### src/hw/rtl/clx_ram.sv
`default_nettype none

module clx_ram #(
    parameter int WIDTH = 8,
    parameter int DEPTH = 256
) (
    input  wire logic                     i_clk,
    input  wire logic                     i_we,
    input  wire logic [$clog2(DEPTH)-1:0] i_waddr,
    input  wire logic [WIDTH-1:0]         i_wdata,
    input  wire logic [$clog2(DEPTH)-1:0] i_raddr,
    output logic      [WIDTH-1:0]         o_rdata
);

    logic [WIDTH-1:0] r_mem [DEPTH];
    logic [WIDTH-1:0] r_rdata;

    always_ff @(posedge i_clk) begin
        if (i_we) begin
            r_mem[i_waddr] <= i_wdata;
        end
        r_rdata <= r_mem[i_raddr];
    end

    assign o_rdata = r_rdata;

endmodule

`default_nettype wire

### config.mk
export PLATFORM = sky130hd
export DESIGN_NAME = clx_ram
export DESIGN_NICKNAME = d
export VERILOG_FILES = /design/src/hw/rtl/clx_ram.sv
export SDC_FILE = /design/constraint.sdc
export NUM_CORES = 2
export LEC_CHECK = 0
export ABC_CLOCK_PERIOD_IN_PS = 3400
export BUFFER_PORTS_ARGS = -buffer_cell sky130_fd_sc_hd__buf_2
export CORE_ASPECT_RATIO = 0.8
export CORE_MARGIN = 2
export CORE_UTILIZATION = 50
export DETAILED_ROUTE_END_ITERATION = 8
export GPL_ROUTABILITY_DRIVEN = 0
export GPL_TIMING_DRIVEN = 0
export PLACE_DENSITY_LB_ADDON = 0.08
export SYNTH_ARGS = -nofsm -noshare
export SYNTH_HDL_FRONTEND = slang
export SYNTH_SLANG_ARGS = --single-unit
### constraint.sdc
create_clock -name i_clk -period 3.4 [get_ports i_clk]
set_clock_uncertainty 0.2 [all_clocks]
set_input_delay 0.51 -clock i_clk [delete_from_list [all_inputs] [get_ports i_clk]]
set_output_delay 0.51 -clock i_clk [all_outputs]
set_load 0.005 [all_outputs]
# Word-level counts from Yosys, hierarchy flattened
# Memories as Yosys holds them, arrays and structs flattened. A register that Yosys moved wholly into a read port is not among the register bits.
# Cells that the tools add are included.
# totals
ff_bits,0
ramBits,2048
in_bits,26
output_inout_bits,8
word_cells,3
n_memories,1
# memory_table
memory,words,width,rd,rd_clocked_by_memory_dff,wr,line_no,source
r_mem,256,8,1,1,1,15,logic [WIDTH-1:0] r_mem [DEPTH];
# op_classes
n_mux,2
# op_table
op,count
1-bit two-way mux,2

# Depth between registers and ports, before layout
# depth
ltp_word,2
mapped_depth,11
mapped_depth_nobuf,6

# Worst setup path before layout
# No wires, ideal clock.
# synth_path
path_kind,input to register
from,in i_raddr[0]
to,"reg r_rdata[2] (netlist: o_rdata[2]), read port of r_mem"
setup_ns,0.131
t_arrival_ns,2.317
t_required_ns,3.069
slack_ns,0.752
path_stages,9
path_buffers,4
path_cell_list,buf_6 buf_12 buf_8 buf_2 mux4_2 a22oi_1 a21oi_1 nor4_1 nor4_2
# synth_rtl
element,line_no,source
"start, declared",11,"input wire logic [$clog2(DEPTH)-1:0] i_raddr,"
"end, declared",16,logic [WIDTH-1:0] r_rdata;

# Worst setup path in the final report
# layout_path
from,in i_waddr[3]
to,mem r_mem[51][3] (enable)
# layout_rtl
element,line_no,source
"start, declared",9,"input wire logic [$clog2(DEPTH)-1:0] i_waddr,"
"end, declared",15,
# No word-level cell before the write port.

==> summary.md <==
| Metric | Value |
|---|---|
| Status | complete, but fails checks |
| Failing checks | negative hold slack, negative setup slack |
| Share of cells above drive strength 1 | 25.23% |
| Crit-path slowest cell | nor2_1 |
| Number of DRC markers in iteration 0 | around 7200 |
| Setup repair after global routing missed its margin | true |
| Clock tree sinks | 2056 |
| Share of the synthesized area in the top cell type | 77.30% |
| Max-slew headroom | under 10% |
| Yosys warns | 0 |
| Pwr/cell area | 583.0 nW/um2 |
| Skew-Pair Late Insertion Delay | 0.86 ns |
| Fin crit share | 106.7% |
| R2r startpoint | r_mem[210][3] |
| Root buf cell | clkbuf_16 |
| Drt drc | 0 |
| H-Tree Depth | 4 |
| Layout area overhead | 12.75% |
| CP delay by family, top | simple AND/OR/NAND/NOR gates |
| GR Util All Layers | 30.93% |
| Nets | 4005 |
| Fillers | 11731 |
| Tmin final | 3.628 ns |
| Routed Antenna Nets | 0 |
| Clock slew at reported path FFs | around 0.060 ns |
| Buffers and inverters on the worst path | 2 |
| Synth cell types | 55 |
| Net count after synthesis | roughly 3800 |
| MaxCap Viol Count | 0 |
| CTS Buffer Depth | 3 |
| Main area contributors after synthesis | edfxtp_1 77%, mux4_2 13%, mux2i_1 1.7% |
| Core area | 157500 um2 |
| Most instantiated cells after synthesis | 2048 x edfxtp_1, 454 x mux4_2, 282 x nor2_1 |
| Hold_sp | i_wdata[2] |
| Via count of the first global-routing pass | 39589 |
| LEAKAGE | 0.02754 uW |
| Most common cell on crit path | nor2_1 |
| Wirelength, routed | ~250000 um |
| CP Cell Sequence | clkbuf_1 -> nor2_1 -> nand4_1 -> clkbuf_2 -> nor2_1 |
| Count leader, synth | edfxtp_1 |
| Top FF cell, synth | edfxtp_1 |
| Die width | 450.0 um |
| Crit. End Element | register |
| Row count | 130 |
| Core Util, Final | 56.97% |
| Maximum vdd drop | 543.7 uV |
| CTS tree | built |
| CTS Buf Count | 195 |
| CP Launch Type | input port |
| Io pins | 34 |
| Post-synthesis sequential area ratio | 77.50% |
| Mapped cell area | between 70000 and 80000 um2 |
| Synth area leader | edfxtp_1 |
| Via/cell ratio | 6.673 |
| Mapped Cells | 3733 |
| Area of the multi-input gates | 17050 um2 |
| Endpoints failing setup | approximately 380 |
| Initial Utilization | 50.53% |
| Max-slew violation count | 0 |
| Async set or reset register ratio after synthesis | 0% |
| Setup repair bufs after CTS | 0 |
| Number of synthesized flops with an enable pin | 2048 |
| Post-Syn Area per Cell | ~21 um2 |
| Wire length per cell | ~40 um |
| Die Y | 360.8 um |
| Reg area | approximately 60000 um2 |
| Dpl hpwl | 167200 um |
| Buffers on Ports | 26 |
| Die area | approximately 160000 um2 |
| CP Max Fanout | 10 |
| DR vias | between 40000 and 50000 |
| Flops & latches, synth | 2056 |
| Largest net degree at the start of global routing | 149 |
| WHS | -0.02863 ns |
| Worst EP required | approximately 3.7 ns |
| Final hold viol count | 5 |
| Kind of critical path | in -> reg |
| Worst min-delay path class | in -> reg |
| Initial antenna violation count | 14 |
| Crit path from | i_waddr[3] |
| Maximum clock rate | 275.6 MHz |
| First drt pass iteration count | 6 |
| CP max stage delay | 0.93 ns |
| Worst-margin pin slew | 1.364 ns |
| Worst EP arrival | slightly below 4 ns |
| First-pass GRT wire length | around 340000 um |
| Remaining Overflow, GRT | 0 |
| PnR worst setup slack | -0.2278 ns |
[what timing repair did]
action | 4_1_cts | 5_1_grt
resized for setup | 137 | 76
hold endpoints to repair | 258 | 0
pin swaps | 1 | 1
setup endpoints to repair | 40 | 469
hold buffers | 6 | 0
[worst register-to-register path, cell delays in order, from the launching register on]
cell and delay, ns:
edfxtp_1 0.37, mux4_2 0.49, a22o_1 0.30, a221oi_4 0.49, o32ai_1 0.25, nor3_1 0.50
nor4_2 0.20
[final timing paths]
kind / cells after the start / slack, ns / endpoint
worst min-delay path: 1 / -0.03 / r_mem[231][2]
worst max-delay path: 5 / -0.23 / r_mem[51][3]
worst min register to register: 6 / 0.92 / o_rdata[5]
worst max register to register: 6 / 0.46 / o_rdata[3]
[sequential cells by signal, indices dropped and copies added (netlist names)]
signal and flops:
o_rdata 8, r_mem 2048
[area by class of cell]
cell class              count  share of cell area (%)
inverters                   2                 0.01255
flip-flops and latches   2056                   68.74
plain buffers             232                   1.811
clock inverters           112                  0.9653
clock buffers             248                   5.757
repair buffers             50                  0.7365
diodes                      8                 0.02232
multi-input cells        1442                   19.01
well taps                2112                   2.946
[per-layer routing]
metal	vias up	routed length (um)	GRT usage (%)
met2	2730	109200	43.72
met5	-	7	0
met3	482	30380	7.878
met1	22338	100500	46.36
li1	16232	-	-
met4	2	10690	12.26
[placed cells by master (no fill, tap or decap), drive strengths merged, types with 6 or more instances in the layout]
cell / count
nor2b: 31
mux4: 456
nand2b: 8
and2: 6
clkinv: 90
buf: 154
nand2: 33
inv: 8
a21oi: 96
mux2i: 134
o21ai: 12
clkbuf: 361
nor4: 27
bufinv: 11
o22ai: 28
a221oi: 14
o211ai: 10
nand4: 10
nor3: 22
dfxtp: 8
diode: 8
o221ai: 47
edfxtp: 2048
nand3: 34
clkdlybuf4s15: 9
a22o: 8
a22oi: 133
dlygate4sd3: 6
a211oi: 16
nor2: 282
[power by group]
part / leakage, uW / switching [uW] / total [uW] / internal, uW
combinational: 0.00612 / 2230 / 3190 / 965
clock: 0.00294 / 9590 / 21100 / 11600
sequential: 0.0185 / 16.6 / 28000 / 27900
total: 0.0275 / 11800 / 52300 / 40500
[logic make-up after synthesis]
logic type / Yosys count / synth area share (%)
muxes: 591 / 14.62
AOI/OAI and AO/OA: 385 / 3.419
and+or+nand+nor: 466 / 2.628
DFF: 2056 / 77.50
buffers and inverters: 235 / 1.831
[per-stage QoR]
stage / instances / setup TNS, ns / cell area, um2 / setup slack (ns) / total power, uW
6_report: 6262 / -24.23 / 89700 / -0.2278 / 52290
5_1_grt: 6259 / -5.752 / 89690 / -0.1309 / 53400
4_1_cts: 6253 / 0 / 89490 / 0.0001326 / 52310
3_5_place_dp: 5888 / -792.78 / 82830 / -2.568 / 31510
3_3_place_gp: 5871 / -4732.21 / 82330 / -2.670 / 31520
2_1_floorplan: 3733 / 0 / 79560 / 0.7521 / 29860
Note: power is estimated with default switching activity, not from simulation.
