[src/hw/rtl/clx_pkg.sv]
`default_nettype none

package clx_pkg;

    localparam int BOX_W      = 24;
    localparam int GRID_CFG_W = 5;
    localparam int CELL_IN_W  = 4;
    localparam int CFG_IDX_W  = 4;
    localparam int CFG_DATA_W = 24;
    localparam int STATUS_W   = 2;

    // register indexes on the configuration port
    localparam logic [CFG_IDX_W-1:0] CFG_GRID_CELLS     = 4'd0;
    localparam logic [CFG_IDX_W-1:0] CFG_BOX_LENGTH     = 4'd1;
    localparam logic [CFG_IDX_W-1:0] CFG_SUM_RADII_MODE = 4'd2;

    localparam logic [GRID_CFG_W-1:0] GRID_CELLS_RST = 5'd16;
    localparam logic [BOX_W-1:0]      BOX_LENGTH_RST = 24'hFF_FFFF;

    localparam logic [STATUS_W-1:0] ST_STORED  = 2'd0;
    localparam logic [STATUS_W-1:0] ST_OVERLAP = 2'd1;
    localparam logic [STATUS_W-1:0] ST_FULL    = 2'd2;

    typedef enum logic [3:0] {
        S_CLEAR,
        S_IDLE,
        S_CELL,
        S_COUNT,
        S_LOAD,
        S_SQX,
        S_SQY,
        S_SQZ,
        S_SQB,
        S_CMP,
        S_NEXT,
        S_HOME,
        S_INSERT
    } t_state;

    typedef enum logic [1:0] {
        OFF_NEG,
        OFF_ZERO,
        OFF_POS
    } t_off;

    typedef enum logic [1:0] {
        SH_NONE,
        SH_UP,
        SH_DOWN
    } t_shift;

    typedef enum logic [1:0] {
        SQ_X,
        SQ_Y,
        SQ_Z,
        SQ_B
    } t_sq_sel;

    typedef struct packed {
        logic    load;
        logic    mul;
        t_sq_sel sel;
    } t_dist_ctl;

endpackage

`default_nettype wire

[src/hw/rtl/clx_dist.sv]
`default_nettype none

// Shared squared-distance unit: one squarer, reused for dx, dy, dz and the bound.
module clx_dist #(
    parameter int COORD_BITS = 24
) (
    input  wire logic                                             i_clk,
    input  wire clx_pkg::t_dist_ctl                               i_ctl,
    input  wire logic signed [((COORD_BITS > clx_pkg::BOX_W) ? COORD_BITS
                               : clx_pkg::BOX_W) + 1:0]           i_px,
    input  wire logic signed [((COORD_BITS > clx_pkg::BOX_W) ? COORD_BITS
                               : clx_pkg::BOX_W) + 1:0]           i_py,
    input  wire logic signed [((COORD_BITS > clx_pkg::BOX_W) ? COORD_BITS
                               : clx_pkg::BOX_W) + 1:0]           i_pz,
    input  wire logic        [4*COORD_BITS-1:0]                   i_sphere,
    input  wire logic        [COORD_BITS-1:0]                     i_rad,
    input  wire logic                                             i_sum_mode,
    output logic                                                  o_hit
);

    localparam int WIDE   = (COORD_BITS > clx_pkg::BOX_W) ? COORD_BITS : clx_pkg::BOX_W;
    localparam int POS_W  = WIDE + 2;
    localparam int DIFF_W = WIDE + 1;
    localparam int SQ_W   = 2 * DIFF_W;
    localparam int ACC_W  = SQ_W + 2;

    logic [DIFF_W-1:0] r_dx, r_dy, r_dz, r_bd;
    logic [SQ_W-1:0]   r_prod;
    logic [ACC_W-1:0]  r_acc;
    logic [DIFF_W-1:0] w_op;
    logic [DIFF_W-1:0] w_bound;

    function automatic logic [DIFF_W-1:0] abs_diff(
        input logic signed [POS_W-1:0] p,
        input logic [COORD_BITS-1:0]   s
    );
        logic signed [POS_W-1:0] d;
        d = p - $signed({{(POS_W-COORD_BITS){1'b0}}, s});
        abs_diff = d[POS_W-1] ? DIFF_W'(-d) : DIFF_W'(d);
    endfunction

    // stored word: x, y, z, radius from the top
    assign w_bound = DIFF_W'(i_sphere[COORD_BITS-1:0])
                   + (i_sum_mode ? DIFF_W'(i_rad) : '0);

    always_comb begin
        case (i_ctl.sel)
            clx_pkg::SQ_X: w_op = r_dx;
            clx_pkg::SQ_Y: w_op = r_dy;
            clx_pkg::SQ_Z: w_op = r_dz;
            default:       w_op = r_bd;
        endcase
    end

    always_ff @(posedge i_clk) begin
        if (i_ctl.load) begin
            r_dx <= abs_diff(i_px, i_sphere[4*COORD_BITS-1:3*COORD_BITS]);
            r_dy <= abs_diff(i_py, i_sphere[3*COORD_BITS-1:2*COORD_BITS]);
            r_dz <= abs_diff(i_pz, i_sphere[2*COORD_BITS-1:COORD_BITS]);
            r_bd <= w_bound;
        end
        if (i_ctl.mul) begin
            r_prod <= {{DIFF_W{1'b0}}, w_op} * {{DIFF_W{1'b0}}, w_op};
            // product lags one step behind the operand select
            if (i_ctl.sel == clx_pkg::SQ_X) begin
                r_acc <= '0;
            end else begin
                r_acc <= r_acc + ACC_W'(r_prod);
            end
        end
    end

    // valid once the bound square sits in r_prod and the three squares in r_acc
    assign o_hit = r_acc < ACC_W'(r_prod);

endmodule

`default_nettype wire

[config.mk]
export PLATFORM = sky130hd
export DESIGN_NAME = clx_dist
export DESIGN_NICKNAME = d
export VERILOG_FILES = /design/src/hw/rtl/clx_pkg.sv /design/src/hw/rtl/clx_dist.sv
export SDC_FILE = /design/constraint.sdc
export NUM_CORES = 2
export LEC_CHECK = 0
export ABC_CLOCK_PERIOD_IN_PS = 12970
export BUFFER_PORTS_ARGS = -buffer_cell sky130_fd_sc_hd__buf_2
export CAP_MARGIN = 25
export CORE_ASPECT_RATIO = 0.9
export CORE_UTILIZATION = 60
export CTS_CLUSTER_DIAMETER = 30
export CTS_CLUSTER_SIZE = 10
export DETAILED_ROUTE_END_ITERATION = 16
export PLACE_DENSITY_LB_ADDON = 0.25
export SLEW_MARGIN = 25
export SYNTH_ARGS = -nofsm -noshare
export SYNTH_HDL_FRONTEND = slang
export SYNTH_SLANG_ARGS = --single-unit
[constraint.sdc]
create_clock -name i_clk -period 12.97 [get_ports i_clk]
set_clock_uncertainty 0.2 [all_clocks]
set_input_delay 2.594 -clock i_clk [delete_from_list [all_inputs] [get_ports i_clk]]
set_output_delay 2.594 -clock i_clk [all_outputs]
set_load 0.1 [all_outputs]
# After elaboration in Yosys (flattened, before gate mapping)
# Cells that the tools add are included.
[totals] regBits=202 output_inout_bits=1 inputBits=204
[op_classes] n_mul=1 magnitude_cmp=1 n_mux=5 eq_ne=2 n_reduce_logical=1 addsub=8
[ops] op="subtractor 26 x 25 -> 26 bit" count=3
[ops] op="two-way mux 25 bit" count=3
[ops] op="negation 25 bit" count=3
[ops] op="one-hot mux 25 bit (3 select lines)" count=1
[ops] op="adder 52 x 50 -> 52 bit" count=1
[ops] op="less-than comparator 52 x 50 -> 1 bit" count=1
[ops] op="multiplier 25 x 25 -> 50 bit" count=1
[ops] op="adder 24 x 24 -> 25 bit" count=1
[ops] op="two-way mux 24 bit" count=1
[ops] op="== test 2 x 1 -> 1 bit, second input constant" count=1
[ops] op="== test 2 bit, second input constant" count=1
[ops] op="zero test 2 bit" count=1

# Logic depth before layout (Yosys ltp)
[logic_depth] word_depth=3 mapped_depth=36

# Worst setup path before layout
# Ideal clock, no wire load.
[synth_path] kind="input port to flip-flop" start="in i_ctl[0] (netlist bit)" end="reg r_prod[48], data pin" path_slack_ns=1.743 arrival_time_ns=10.859 path_stages=32 path_cell_list="clkbuf_1 > buf_1 > clkbuf_1 > mux2_2 > o21a_1 > inv_1 > buf_1 > nor2_1 > fa_1 > inv_1 > fa_1 > inv_1 > fa_1 > inv_1 > fa_1 > inv_1 > fa_1 > fa_1 > inv_1 > fa_1 > inv_1 > ha_1 > a21o_1 > a21o_1 > a21oi_1 > nor2_1 > a2111oi_0 > a21oi_1 > o41a_1 > o41ai_1 > o21ai_0 > a211oi_1"
[synth_via] elab_chain_len=3
[synth_lines] item="from (decl)" line_no="clx_dist.sv:8" source="input wire clx_pkg::t_dist_ctl i_ctl,"
[synth_lines] item="== test 2 bit, or another cell as far along" line_no="clx_dist.sv:47" source="case (i_ctl.sel)"
[synth_lines] item="one-hot mux 25 bit (3 select lines) (*)" line_no="clx_dist.sv:47"
[synth_lines] item="multiplier 25 x 25 -> 50 bit (*)" line_no="clx_dist.sv:63" source="r_prod <= {{DIFF_W{1'b0}}, w_op} * {{DIFF_W{1'b0}}, w_op};"
[synth_lines] item="to (signal assigned)" line_no="clx_dist.sv:63"
[synth_lines] item="to (decl)" line_no="clx_dist.sv:28" source="logic [SQ_W-1:0] r_prod;"
# Mark *: on every way between the ends. The rest lies on a longest branch, timed or not.
# A chain may end at the register's enable or synchronous reset.

# Worst setup path after layout
[layout_path] start="in i_ctl[1] (netlist bit)" end="reg r_prod[48], data pin"
# Same word-level chain as after synthesis.

==> run metrics <==
clock sinks 201; Final Hold Fails 0; first-pass GRT wire length 144000 microns; CTS tree built; Routed Wire Length 88000 microns; Buf/Inv on CP 6; grt total ovfl 0; largest net degree at the start of global routing 81; Layout area overhead 9.85%; initial core utilization 0.610; crit end category flip-flop; crit share post-route 0.903; Worst-Margin Slew 1.12 ns; Post-Syn Area per Cell 8.86 sq um; cts hold-fix bufs 0; syn_nets 5087; Core Rows 84; placed wire-length estimate 72700 microns; vias per cell 5.57; Num CTS Buffers 49; R2R Setup Slk 3.62 ns; sequential element share of the synthesized area 0.169; RSZ-0062 raised after global routing false; Yosys cell types 86; total core area 0.0586 sq mm; die height 234 microns; First DRT Iteration DRCs 2035; worst relative slew slack 0.246; hold endpoint r_acc[50]$_SDFFCE_PN0P_; Pins Over Slew Limit 0; drt pass-1 iters 8; post-cts resize count 0; I/O pin count 205; vias in the first global route 28.5k; hold path start r_acc[50]$_SDFFCE_PN0P_; #FFs+latches synth 201; Longest Clk Path Bufs 3; Post-Synthesis Cells 4035; Worst Path Arrival 11.91 ns; via count 28.0k; All-Layer GR Usage 0.299; Post-synth EDFFs 201; crit-path most repeated cell fa_1; Top delay family on crit path adder cells; yosys warns 0; H-tree levels 2; final period demand of the worst path 11.71 ns; Max Fclk 85.4 MHz; DR DRC count 0; Worst EP required 13.17 ns; Mapped Area 0.0357 sq mm; share of layout cells above drive strength 1 0.0913; Worst Hold Class reg -> reg; layout net count 5273; initial antenna violation count 3; Clk pin slew, worst setup/hold paths 0.04 ns; total of max-cap violations 0; antenna-violating nets left 0; ys flop type edfxtp_1; Post-CTS Setup Bufs 0; Min-Delay Path Depth 2; crit path launch i_ctl[1]; crit start category input port; Critical Path Slowest Stage Cell a2111oi_0; IO buf count 204; # diodes 0; Async S/R FF share, synth 0; Setup CP Type in -> reg; FF-to-FF End r_prod[48]$_DFFE_PP_; Crit Path Max Fanout 48; setup TNS 0 ns; FF-to-FF path depth 27; root buf cell clkbuf_16; Slowest Stage Delay on Critical Path 0.67 ns; Die X-Extent 259 microns; RePlAce Congestion 0.972; Die Area 0.0606 sq mm; Clk Latency, worst-skew pair 0.58 ns; status finished, final reports clean; Reg2Reg Launch Point r_dz[13]$_DFFE_PP_; count of final setup violators 0; DR WL/cell 17.5 microns
[synth_stat cells, drive strengths merged (9+ instances only)]
cell / instances / area share
xor2: 64 / 0.016
a211o: 9 / 0.0022
a21o: 80 / 0.017
or2: 13 / 0.0023
and3: 13 / 0.0023
a41oi: 9 / 0.0024
clkbuf: 87 / 0.0091
mux2i: 31 / 0.0087
nor4: 16 / 0.0030
o21ai: 143 / 0.020
edfxtp: 201 / 0.17
o31ai: 19 / 0.0045
o31a: 10 / 0.0024
or3: 23 / 0.0040
nand2: 307 / 0.032
mux2: 28 / 0.0088
o211ai: 19 / 0.0040
nor3b: 10 / 0.0024
xnor2: 165 / 0.041
nand4: 17 / 0.0030
nor3: 56 / 0.0078
ha: 377 / 0.13
o21bai: 34 / 0.0071
a211oi: 27 / 0.0059
and2: 34 / 0.0059
nand3: 47 / 0.0066
fa: 471 / 0.26
buf: 24 / 0.0032
inv: 853 / 0.090
or4: 10 / 0.0021
nand2b: 33 / 0.0058
a31oi: 27 / 0.0047
a21oi: 204 / 0.029
nor2b: 29 / 0.0051
a2111oi: 14 / 0.0035
a21boi: 9 / 0.0019
o21a: 37 / 0.0078
nor2: 385 / 0.040
[area by class of cell]
type	count	area, sq um
inverter	859	3220
fill	4753	19400
clock buffer	56	1270
sequential	201	6040
clock inverter	33	349
tap	774	968
timing repair buffer	246	1340
multi-input combinational	2864	26100
[worst register-to-register path, stage by stage, from the launching register on]
cell and delay [ns]:
edfxtp_1 0.41, mux2i_1 0.11, nand2_1 0.07, o21a_1 0.56
inv_1 0.55, nor2_1 0.38, fa_1 0.59, ha_1 0.34
a21oi_1 0.37, fa_1 0.49, inv_1 0.09, fa_1 0.44
fa_1 0.50, fa_1 0.49, inv_1 0.05, fa_1 0.47
inv_1 0.04, ha_1 0.35, a21o_1 0.18, a21o_1 0.17
a21oi_1 0.23, nor2_1 0.08, a2111oi_0 0.67, a21oi_1 0.16
o41a_1 0.36, o41ai_1 0.39, o21ai_0 0.18, a211oi_1 0.25
[per-layer routing]
metal | vias to the layer above | GRT usage | part of all wire
li1 | 13500 | - | -
met1 | 13200 | 0.393 | 0.43
met2 | 1076 | 0.489 | 0.45
met3 | 207 | 0.0632 | 0.082
met4 | 4 | 0.105 | 0.036
met5 | - | 0 | 0.00027
[flip-flops by register name, summed over array words and instances (netlist names)]
signal and count:
r_acc 52, r_dx 25, r_prod 49, r_dz 25
r_bd 25, r_dy 25
[logic make-up after synthesis]
logic type,count (synthesis),synth area share
AND/OR/NAND/NOR,1021,0.130
buffers and inverters,970,0.103
adder cells (fa/ha/maj),848,0.396
AO/OA/AOI/OAI,707,0.129
XOR/XNOR,229,0.0563
flip-flops,201,0.169
multiplexers,59,0.0175
[per-stage QoR]
stage	worst slack, ns	hold slack (ns)	instances	instance area [sq um]	util
2_1_floorplan	1.74	0.415	4035	35700	-
3_3_place_gp	0.988	0.458	4944	37600	0.642
3_5_place_dp	0.906	0.471	4944	37600	0.642
4_1_cts	1.50	0.485	5033	39300	0.670
5_1_grt	0.894	0.535	5033	39300	0.670
6_report	1.26	0.496	5033	39300	0.670
[layout by cell type (no fill, tap or decap), types with 47 or more instances in the layout]
master     count
edfxtp_1     201
inv_1        853
xor2_1        62
fa_1         471
ha_1         377
buf_2        202
nand3_1       47
a21oi_1      204
a21o_1        80
nor3_1        56
nand2_1      307
clkbuf_16     50
o21ai_0      125
xnor2_1      164
nor2_1       384
[how the worst max path moves through the flow]
stage / end / cells past startpoint
detailed placement: r_prod[48]$_DFFE_PP_ / 27
global route: r_prod[48]$_DFFE_PP_ / 27
floorplan: r_prod[48]$_DFFE_PP_ / 32
finish: r_prod[48]$_DFFE_PP_ / 27
global placement: r_prod[48]$_DFFE_PP_ / 27
CTS: r_prod[48]$_DFFE_PP_ / 27
Power is not shown: default switching activity piles up to over one toggle a cycle in this logic, so the estimate is an artifact.
